**src/hw/rtl/wave_string_stencil_step_assert.svh**
```systemverilog
// assertion macros for the top-level rtl module
`ifndef WAVE_STRING_STENCIL_STEP_ASSERT_SVH
`define WAVE_STRING_STENCIL_STEP_ASSERT_SVH

// a condition implies a consequence on the next cycle
`define WSS_ASSERT_NEXT(label, clk, rst, cond, cons, msg) \
   label: assert property (@(posedge clk) disable iff (rst) (cond) |=> (cons)) \
      else $error(msg);

// a condition implies a consequence on the same cycle
`define WSS_ASSERT_NOW(label, clk, rst, cond, cons, msg) \
   label: assert property (@(posedge clk) disable iff (rst) (cond) |-> (cons)) \
      else $error(msg);

`endif

```
**src/hw/rtl/wss_pkg.sv**
```systemverilog
`default_nettype none
package wss_pkg;
   localparam int DefaultCells = 256;
   localparam int DataW = 32;
   localparam int IdxW = 8;

   typedef enum logic [1:0] {
      CMD_WRITE = 2'd0,
      CMD_STEP  = 2'd1,
      CMD_READ  = 2'd2,
      CMD_NONE  = 2'd3
   } cmd_type;

   typedef enum logic [2:0] {
      REG_MODE = 3'd0,
      REG_STEP = 3'd1,
      REG_LAPG = 3'd2,
      REG_LIN  = 3'd3,
      REG_CUB  = 3'd4,
      REG_GRAD = 3'd5
   } reg_type;

   typedef enum logic [1:0] {
      MODE_MEDIUM = 2'd0,
      MODE_KG     = 2'd1,
      MODE_GRAD   = 2'd2,
      MODE_FREE   = 2'd3
   } mode_type;

   typedef enum logic [1:0] {
      ST_IDLE = 2'd0,
      ST_STEP = 2'd1,
      ST_CALC = 2'd2,
      ST_RESP = 2'd3
   } state_type;

   typedef struct packed {
      logic [1:0]  mode;
      logic [30:0] step_size;
      logic [30:0] lap_gain;
      logic signed [31:0] lin;
      logic signed [31:0] cub;
      logic signed [31:0] grad;
   } cfg_type;

   // one cell's state as it travels along the row
   typedef struct packed {
      logic signed [31:0] dc;
      logic signed [31:0] dp;
      logic signed [31:0] vc;
      logic signed [31:0] vp;
      logic signed [31:0] med;
   } cell_type;

   function automatic logic signed [31:0] sat32(input logic signed [71:0] v);
      logic signed [31:0] r;
      if (v > 72'sh0_7FFF_FFFF) r = 32'sh7FFF_FFFF;
      else if (v < -72'sh0_8000_0000) r = 32'sh8000_0000;
      else r = v[31:0];
      return r;
   endfunction

   function automatic logic oflow(input logic signed [71:0] v);
      return (v > 72'sh0_7FFF_FFFF) || (v < -72'sh0_8000_0000);
   endfunction
endpackage
`default_nettype wire

```
**src/hw/rtl/wss_cell.sv**
```systemverilog
`default_nettype none
// one storage cell of the row: holds a cell state, shifts it on when told
module wss_cell import wss_pkg::*; (
   input  wire logic     clock,
   input  wire logic     reset,
   input  wire logic     shift,
   input  wire logic     wr,
   input  wire cell_type wr_data,
   input  wire cell_type from_prev,
   output cell_type      q
);
   cell_type q_ff, q_in;
   always_comb begin
      q_in = q_ff;
      if (shift) q_in = from_prev;
      else if (wr) q_in = wr_data;
   end
   always_ff @(posedge clock) begin
      if (reset) q_ff <= '0;
      else q_ff <= q_in;
   end
   assign q = q_ff;
endmodule
`default_nettype wire

```
**config.mk**
```make
export PLATFORM = sky130hd
export DESIGN_NAME = wss_cell
export DESIGN_NICKNAME = d
export VERILOG_FILES = /design/src/hw/rtl/wave_string_stencil_step_assert.svh /design/src/hw/rtl/wss_pkg.sv /design/src/hw/rtl/wss_cell.sv
export SDC_FILE = /design/constraint.sdc
export NUM_CORES = 1
export LEC_CHECK = 0
export ABC_CLOCK_PERIOD_IN_PS = 1550
export BUFFER_PORTS_ARGS = -buffer_cell sky130_fd_sc_hd__buf_2
export CAP_MARGIN = 25
export CORE_AREA = 4 4 187 189
export DETAILED_ROUTE_END_ITERATION = 8
export DIE_AREA = 0 0 191 193
export PLACE_DENSITY = 0.51
export SETUP_SLACK_MARGIN = 0.1
export SYNTH_ARGS = -nofsm -noshare
export SYNTH_HDL_FRONTEND = slang
export SYNTH_SLANG_ARGS = --single-unit
```
**constraint.sdc**
```tcl
create_clock -name clock -period 1.55 [get_ports clock]
set_input_delay 0.31 -clock clock [delete_from_list [all_inputs] [get_ports clock]]
set_output_delay 0.31 -clock clock [all_outputs]
set_load 0.05 [all_outputs]
```
==> metrics.md, run 1 <==
| Metric | Value |
|---|---|
| Class of the worst hold path | in2reg |
| Clock Skews | 0 ps |
| Net Count, Synth | 1036 |
| Vias per inst | 4.378 |
| Status | finished, final reports clean |
| # port buffers | 483 |
| Final Wtd Congestion | 0.8204 |
| Hold Worst Slack | 156.6 ps |
| Drt wl/cell | 18.01 um |
| Tmin final | 1407 ps |
| IO Pins | 484 |
| Hold Fails Final Rpt | 0 |
| Top delay family on crit path | flip-flops |
| Post-Syn Area | 7432 sq um |
| WP data required | 1240 ps |
| Hold EP | q[159] |
| RSZ-0062 raised after global routing | false |
| Total CTS buffers | 17 |
| Max-slew violation count | 0 |
| Slowest Stage Delay on Critical Path | 460 ps |
| Largest net degree at the start of global routing | 65 |
| R2R Path End | q[2] |
| R2R depth | 2 |
| Hold path startpoint | from_prev[159] |
| Crit path buf inv count | 1 |
| Clock sink count | 160 |
| Yosys warns | 0 |
| Crit path kind | reg2out |
| Relative slew slack | 77.85% |
| Static Leakage | 5.332 nW |
| Iter 0 DRT Violations | 134 |
| Number of max-cap violations | 0 |
| Core Region | 33280 sq um |
| Largest family of logic cells by synthesized area | multiplexers |
| Setup WS pre-CTS | 206.7 ps |
| Die Height | 193 um |
| Crit path cell chain | buf_6 |
| CP Capture Type | output pin |
| WP data arrival | 1100 ps |
| All-Layer GR Usage | 14.99% |
| H-Tree Depth | 4 |
| Slowest cell on crit path | dfxtp_1 |
| Synth Area in Compound Gates | 16.16% |
| CTS tree | built |
| Area grow syn2layout | 48.12% |
| DRC Markers | 0 |
| Root Buffer | clkbuf_16 |
| Final HPWL DP | 22650 um |
| Area of the die | 36860 sq um |
| Max reg flops | 160 |
| Vias in the first global route | 7488 |
| ANT nets after route | 0 |
| First-pass GRT wire length | 42570 um |
| Post-Syn Instances | 712 |
| R2R Setup Slk | 670 ps |
| Final TNS setup | 0 ps |
| Drt pass-1 iters | 4 |
| Clk slew on worst S/H paths | 70 ps |
| Die width | 191 um |
| Nets | 1499 |
| Mux cell area share after synthesis | 21.55% |
| CP Launch Type | flop |
| Final setup margin | 142.6 ps |
| Share of cells above drive strength 1 | 45.91% |
| FP Rows | 67 |
| Syn_area_per_cell | 10.44 sq um |
| Final worst path period share | 90.80% |
| Worst-path maximum fanout | 2 |
| Final wirelength | 29480 um |
| Final setup violation count | 0 |
| Commonest non-fill, non-tap cell in the layout | buf_2 |
| Synth Area in XOR/XNOR | 0% |
| Post-synth cell types | 10 |
| Most frequent cells in the layout | buf_2 (473), mux2i_1 (160), nor2b_1 (160), a211oi_1 (160), dfxtp_1 (160) |
| Power per cell area | 1068 nW/um^2 |
| Initial antenna violation count | 4 |
| Worst r2r src | q[2] |
| Simple-Gate Fraction of Synth Area | 13.47% |
| Gr ovfl total | 0 |
| Via count | 7166 |
| CTS max path bufs | 2 |
| Post-Synth Adder-Cell Area | 0% |
| Max Fclk | 710.5 MHz |
| Least-Margin Pin Slew | 332.2 ps |
| Sequential fraction of the synthesis area | 43.10% |
| Clock Latency Late Sink | 430 ps |
| Yosys reg bits | 160 |
| WHS Path Cells | 3 |
| Max rail drop VDD | 0.7519 mV |
| Initial Util | 22.33% |
## what timing repair did
item                                    4_1_cts  5_1_grt
buffers inserted                              0        0
gates resized for setup                       8        2
endpoints found under the setup margin        6        2
hold buffers                                  0        0
## synth_stat cells
cell / number / area, sq um
buf_8: 11 / 165.2
dfxtp_1: 160 / 3203
nor2b_1: 160 / 1001
clkbuf_1: 46 / 172.7
buf_1: 3 / 11.26
a211oi_1: 160 / 1201
mux2i_1: 160 / 1602
buf_2: 4 / 20.02
inv_2: 1 / 3.750
buf_4: 7 / 52.55
## area by class of cell
cell class,count,area [sq um]
Multi-Input combinational cell,480,3804
Inverter,1,8.758
Tap cell,448,560.5
Fill cell,3512,22270
Sequential cell,160,3203
Clock buffer,20,446.7
Antenna cell,2,5.005
Clock inverter,11,116.4
Timing Repair Buffer,515,2864
## cells by family after synthesis
kind of cell           Yosys count
AND/OR/NAND/NOR                160
buffers and inverters           72
AO/OA/AOI/OAI                  160
multiplexers                   160
flip-flops                     160
## metrics by stage
| step | util [%] | power (W) | area (sq um) | cells |
|---|---|---|---|---|
| after global placement | 31.28 | 0.007656 | 10410 | 1604 |
| after floorplan | - | 0.006640 | 7432 | 712 |
| final | 33.08 | 0.01175 | 11010 | 1637 |
| after CTS | 33.04 | 0.01196 | 11000 | 1635 |
| after global routing | 33.06 | 0.01232 | 11000 | 1635 |
| after detailed placement | 31.28 | 0.007666 | 10410 | 1604 |
## metal layers
| layer | GRT usage (%) | share of wire, % | vias to the layer above | routed length (um) |
|---|---|---|---|---|
| met5 | 0 | 0.068 | - | 20 |
| met3 | 5.221 | 8.8 | 31 | 2603 |
| met1 | 16.53 | 38 | 3296 | 11310 |
| li1 | - | - | 3511 | - |
| met4 | 5.829 | 2.2 | 2 | 656 |
| met2 | 26.59 | 50 | 326 | 14880 |
## report_power, final
group          internal, W  switching, W  leakage (nW)
clock              0.00239       0.00179         0.271
sequential         0.00443      0.000166          1.33
combinational      0.00103       0.00194          3.73
total              0.00785       0.00390          5.33
## worst max path at each step
stage | cells past startpoint | endpoint | startpoint | slack [ps]
after CTS | 1 | q[10] | q[10] | 70
after global placement | 4 | q[44] | wr | 220
after global routing | 1 | q[10] | q[10] | 100
after floorplan | 5 | q[100] | shift | 330
after detailed placement | 4 | q[10] | wr | 210
final | 1 | q[2] | q[2] | 140
Note: power is estimated with default switching activity, not from simulation.
==> run 2: changes to the inputs <==
--- a/config.mk
+++ b/config.mk
@@ -11,7 +11,6 @@
 export CORE_AREA = 4 4 187 189
 export DETAILED_ROUTE_END_ITERATION = 8
 export DIE_AREA = 0 0 191 193
-export PLACE_DENSITY = 0.51
 export SETUP_SLACK_MARGIN = 0.1
 export SYNTH_ARGS = -nofsm -noshare
 export SYNTH_HDL_FRONTEND = slang
==> run 2 against run 1 <==
Against the previous run:
- wire length fell by 7.0%
- total power down 0.27%
- flip-flop and latch count unchanged
- clock skew stayed put
- clock power hardly changed
- first-iteration DRC count up 1.5%
- die area unchanged
- register-to-register slack better by 110 ps
- largest power group unchanged
- utilization up 0.15 points
- largest cell class unchanged
==> metrics.md, run 2 (same netlist as run 1, synthesis figures left out) <==
| Metric | Value |
|---|---|
| Hold Fails Final Rpt | 0 |
| Slowest Stage Delay on Critical Path | 340 ps |
| Initial antenna violation count | 5 |
| CTS tree | built |
| Hold Worst Slack | 99.41 ps |
| CP Launch Type | flop |
| Max reg flops | 160 |
| Final setup violation count | 0 |
| Power Total | 0.01172 W |
| Crit path cell chain | buf_2 |
| Clock Skews | 0 ps |
| Final worst path period share | 89.55% |
| Fin cells | 1642 |
| Area of the die | 36860 sq um |
| Placed Cells | 1610 |
| WP data arrival | 1080 ps |
| Slowest cell on crit path | dfxtp_1 |
| Final TNS setup | 0 ps |
| Iter 0 DRT Violations | 136 |
| Die width | 191 um |
| Drt pass-1 iters | 4 |
| CTS Hold Bufs | 0 |
| IO Pins | 484 |
| Tmin final | 1388 ps |
| Final Wtd Congestion | 0.7560 |
| Worst r2r src | q[149] |
| Number of max-cap violations | 0 |
| Crit path kind | reg2out |
| R2R Path End | q[149] |
| Max-slew violation count | 0 |
| Die Height | 193 um |
| Clock Latency Late Sink | 430 ps |
| Least-Margin Pin Slew | 430.5 ps |
| Hold EP | q[95] |
| RSZ-0062 raised after global routing | false |
| Power per cell area | 1060 nW/um^2 |
| Crit path buf inv count | 1 |
| WHS Path Cells | 2 |
| Relative slew slack | 71.30% |
| Most frequent cells in the layout | buf_2 (475), mux2i_1 (160), nor2b_1 (160), a211oi_1 (160), dfxtp_1 (160) |
| Gr ovfl total | 0 |
| R2R depth | 2 |
| Hold path startpoint | reset |
| Max Fclk | 720.5 MHz |
| WP data required | 1240 ps |
| Clock sink count | 160 |
| Fillcell total | 3503 |
| Via count | 7165 |
| FP Rows | 67 |
| Max rail drop VDD | 0.7459 mV |
| First-pass GRT wire length | 40080 um |
| Clk slew on worst S/H paths | 60 ps |
| Commonest non-fill, non-tap cell in the layout | buf_2 |
| Final HPWL DP | 20880 um |
| Initial Util | 22.33% |
| Total CTS buffers | 17 |
| CTS max path bufs | 2 |
| All-Layer GR Usage | 13.86% |
| Levels on crit path | 1 |
| Class of the worst hold path | in2reg |
| CP Capture Type | output pin |
| Status | finished, final reports clean |
| Vias per inst | 4.364 |
| H-Tree Depth | 4 |
| Worst-path maximum fanout | 2 |
| # port buffers | 483 |
| Final wirelength | 27420 um |
| DRC Markers | 0 |
| Nets | 1505 |
| R2R Setup Slk | 780 ps |
| Final Util | 33.23% |
| Core Region | 33280 sq um |
| Root Buffer | clkbuf_16 |
| ANT nets after route | 0 |
| Top delay family on crit path | flip-flops |
| Vias in the first global route | 7379 |
| Share of cells above drive strength 1 | 46.27% |
| Static Leakage | 5.375 nW |
| Drt wl/cell | 16.70 um |
| Area grow syn2layout | 48.79% |
| Largest net degree at the start of global routing | 81 |
-- run 2: layout make-up --
| class | instances | area, sq um | area share (%) |
|---|---|---|---|
| antenna | 1 | 2.502 | 0.02263 |
| clock buffer | 23 | 498.0 | 4.503 |
| clock inverter | 8 | 78.83 | 0.7128 |
| inverter | 1 | 6.256 | 0.05657 |
| multi-input combinational | 480 | 3804 | 34.40 |
| sequential | 160 | 3203 | 28.97 |
| tap | 448 | 560.5 | 5.069 |
| timing repair buffer | 521 | 2905 | 26.27 |
-- run 2: worst max-delay path by stage --
| stage | start | endpoint | slack, ps |
|---|---|---|---|
| after floorplan | shift | q[100] | 330 |
| after global placement | wr | q[103] | 250 |
| after detailed placement | wr | q[13] | 210 |
| after CTS | q[95] | q[95] | 110 |
| after global routing | q[115] | q[115] | 100 |
| final | q[26] | q[26] | 160 |
-- run 2: timing repair --
item / in CTS / in global routing
setup buffers: 0 / 0
setup endpoints to repair: 3 / 2
gates resized for setup: 3 / 2
-- run 2: metal layers --
layer | share of wire [%] | routed length [um] | global-route usage (%)
met1 | 40 | 11010 | 16.09
met2 | 48 | 13210 | 23.44
met3 | 9.1 | 2482 | 5.167
met4 | 2.5 | 691 | 5.193
met5 | 0.10 | 28 | 0
-- run 2: power breakdown --
part | internal [W] | leakage (nW) | switching [W]
registers | 0.00443 | 1.33 | 0.000162
clock network | 0.00242 | 0.285 | 0.00175
logic | 0.00104 | 3.76 | 0.00192
-- run 2: per-stage QoR --
stage	setup slack (ps)	area (sq um)
2_1_floorplan	333.6	7432
3_3_place_gp	249.1	10470
6_report	162.0	11060
3_5_place_dp	211.0	10470
4_1_cts	106.8	11050
5_1_grt	100.9	11060
==> run 3: changes to the inputs <==
--- a/config.mk
+++ b/config.mk
@@ -5,12 +5,12 @@
 export SDC_FILE = /design/constraint.sdc
 export NUM_CORES = 1
 export LEC_CHECK = 0
-export ABC_CLOCK_PERIOD_IN_PS = 1550
+export ABC_CLOCK_PERIOD_IN_PS = 1200
 export BUFFER_PORTS_ARGS = -buffer_cell sky130_fd_sc_hd__buf_2
 export CAP_MARGIN = 25
-export CORE_AREA = 4 4 187 189
+export CORE_AREA = 4 4 186 188
 export DETAILED_ROUTE_END_ITERATION = 8
-export DIE_AREA = 0 0 191 193
+export DIE_AREA = 0 0 190 192
 export SETUP_SLACK_MARGIN = 0.1
 export SYNTH_ARGS = -nofsm -noshare
 export SYNTH_HDL_FRONTEND = slang
==> constraint.sdc (replaced) <==
create_clock -name clock -period 1.2 [get_ports clock]
set_input_delay 0.24 -clock clock [delete_from_list [all_inputs] [get_ports clock]]
set_output_delay 0.24 -clock clock [all_outputs]
set_load 0.05 [all_outputs]
==> run 3 against run 2 <==
Against the previous run:
- die area down 1.0%
- wire length up 8.7%
- utilization up 6.8 points
- largest power group unchanged
- first-iteration DRC count up 39%
- register-to-register slack worse by 550 ps
- critical path type unchanged
- the flow now finishes with violations (setup timing)
- largest cell class is now non-clock buffers
==> metrics.md, run 3 (same netlist as run 1, synthesis figures left out) <==
| Metric | Value |
|---|---|
| Clock Skews | 0 ps |
| ANT nets after route | 0 |
| Initial antenna violation count | 4 |
| Iter 0 DRT Violations | 189 |
| Root Buffer | clkbuf_16 |
| Via count | 7555 |
| Largest net degree at the start of global routing | 81 |
| Clk slew on worst S/H paths | 70 ps |
| Slowest cell on crit path | dfxtp_4 |
| Final wirelength | 29820 um |
| Max-slew violation count | 0 |
| Final TNS setup | -11.87 ps |
| Drt pass-1 iters | 4 |
| Vias per inst | 4.468 |
| Crit path from | q[141] |
| Die Height | 192 um |
| Failing checks | setup timing |
| Status | finished with violations |
| Area of the die | 36480 sq um |
| Class of the worst hold path | in2reg |
| Share of cells above drive strength 1 | 61.00% |
| All-Layer GR Usage | 15.27% |
| Hold Worst Slack | 81.57 ps |
| WP data arrival | 970 ps |
| Initial Util | 22.44% |
| Total CTS buffers | 17 |
| Multi-input logic area | 3804 sq um |
| Die width | 190 um |
| Gr ovfl total | 0 |
| Final HPWL DP | 21710 um |
| Hold path startpoint | from_prev[13] |
| Storage element area | 3433 sq um |
| R2R depth | 4 |
| Most frequent cells in the layout | buf_2 (320), mux2i_1 (160), nor2b_1 (160), a211oi_1 (160), buf_8 (151) |
| Max rail drop VDD | 0.9578 mV |
| Final Wtd Congestion | 0.7598 |
| Clock Latency Late Sink | 440 ps |
| Nets | 1553 |
| Hold EP | q[13] |
| IO Pins | 484 |
| Clock sink count | 160 |
| Least-Margin Pin Slew | 413.3 ps |
| Hold Fails Final Rpt | 0 |
| Setup WS pre-CTS | -14.19 ps |
| Top delay family on crit path | flip-flops |
| Crit path buf inv count | 1 |
| Area grow syn2layout | 78.48% |
| CTS max path bufs | 2 |
| Slowest Stage Delay on Critical Path | 380 ps |
| H-Tree Depth | 4 |
| Max reg flops | 160 |
| Drt wl/cell | 17.63 um |
| R2R Path End | q[67] |
| Worst-path maximum fanout | 2 |
| CP Launch Type | flop |
| # port buffers | 483 |
| Final worst path period share | 100.8% |
| WP data required | 960 ps |
| First-pass GRT wire length | 43700 um |
| R2R Setup Slk | 230 ps |
| Relative slew slack | 72.45% |
| Max Fclk | 826.9 MHz |
| Number of max-cap violations | 0 |
| Power per cell area | 1240 nW/um^2 |
| Worst r2r src | q[67] |
| Vias in the first global route | 7957 |
| CTS tree | built |
| WHS Path Cells | 3 |
| RSZ-0062 raised after global routing | true |
| Fillcell total | 3136 |
| Crit path cell chain | buf_8 |
| DRC Markers | 0 |
| CP Capture Type | output pin |
| Tmin final | 1209 ps |
| Commonest non-fill, non-tap cell in the layout | buf_2 |
| FP Rows | 67 |
| Final setup violation count | 2 |
| Core Region | 33110 sq um |
| Crit path kind | reg2out |
| Static Leakage | 6.072 nW |
| Final setup margin | -9.359 ps |
-- run 3: how the worst max path moves through the flow --
stage / to / slack, ps / depth (start not counted)
2_1_floorplan: q[100] / 100 / 4
5_1_grt: q[141] / -50 / 1
4_1_cts: q[141] / -50 / 1
3_5_place_dp: q[0] / -10 / 4
6_report: q[141] / -9 / 1
3_3_place_gp: q[49] / 8 / 4
-- run 3: power breakdown --
group / total, W / switching (W) / internal [W]
logic: 0.00484 / 0.00258 / 0.00226
clock network: 0.00542 / 0.00231 / 0.00311
registers: 0.00619 / 0.000389 / 0.00580
-- run 3: what timing repair did --
action | CTS | global route
hold buffers | 0 | 0
cloned | 0 | 0
setup buffers | 24 | 18
resized for setup | 620 | 24
endpoints found under the setup margin | 160 | 160
pin swaps | 0 | 0
-- run 3: routing by layer --
metal / up-vias / part of all wire [%] / GRT usage (%)
li1: 3614 / - / -
met1: 3517 / 38 / 16.61
met2: 369 / 50 / 26.66
met5: - / 0.084 / 0
met3: 51 / 8.7 / 5.634
met4: 4 / 2.7 / 6.706
-- run 3: worst reg2reg max path: cells and delay by family (launching register included) --
family	cells	cell delay (ps)
muxes	1	50
buffers and inverters	2	200
DFF	1	350
AOI/OAI and AO/OA	1	270
-- run 3: cell type report --
class | instances | area share [%]
Clock inverter | 9 | 0.8395
Inverter | 1 | 0.06603
Sequential cell | 160 | 25.88
Timing Repair Buffer | 569 | 36.85
Antenna cell | 2 | 0.03773
Tap cell | 448 | 4.226
Clock buffer | 22 | 3.424
Multi-Input combinational cell | 480 | 28.67
-- run 3: metrics by stage --
stage	power, W	area [sq um]	std cells	util (%)
6_report	0.01645	13270	1691	40.06
5_1_grt	0.01713	13260	1690	40.05
4_1_cts	0.01654	13040	1671	39.38
3_5_place_dp	0.009960	10580	1616	31.94
3_3_place_gp	0.009943	10580	1616	31.94
2_1_floorplan	0.008581	7445	712	-
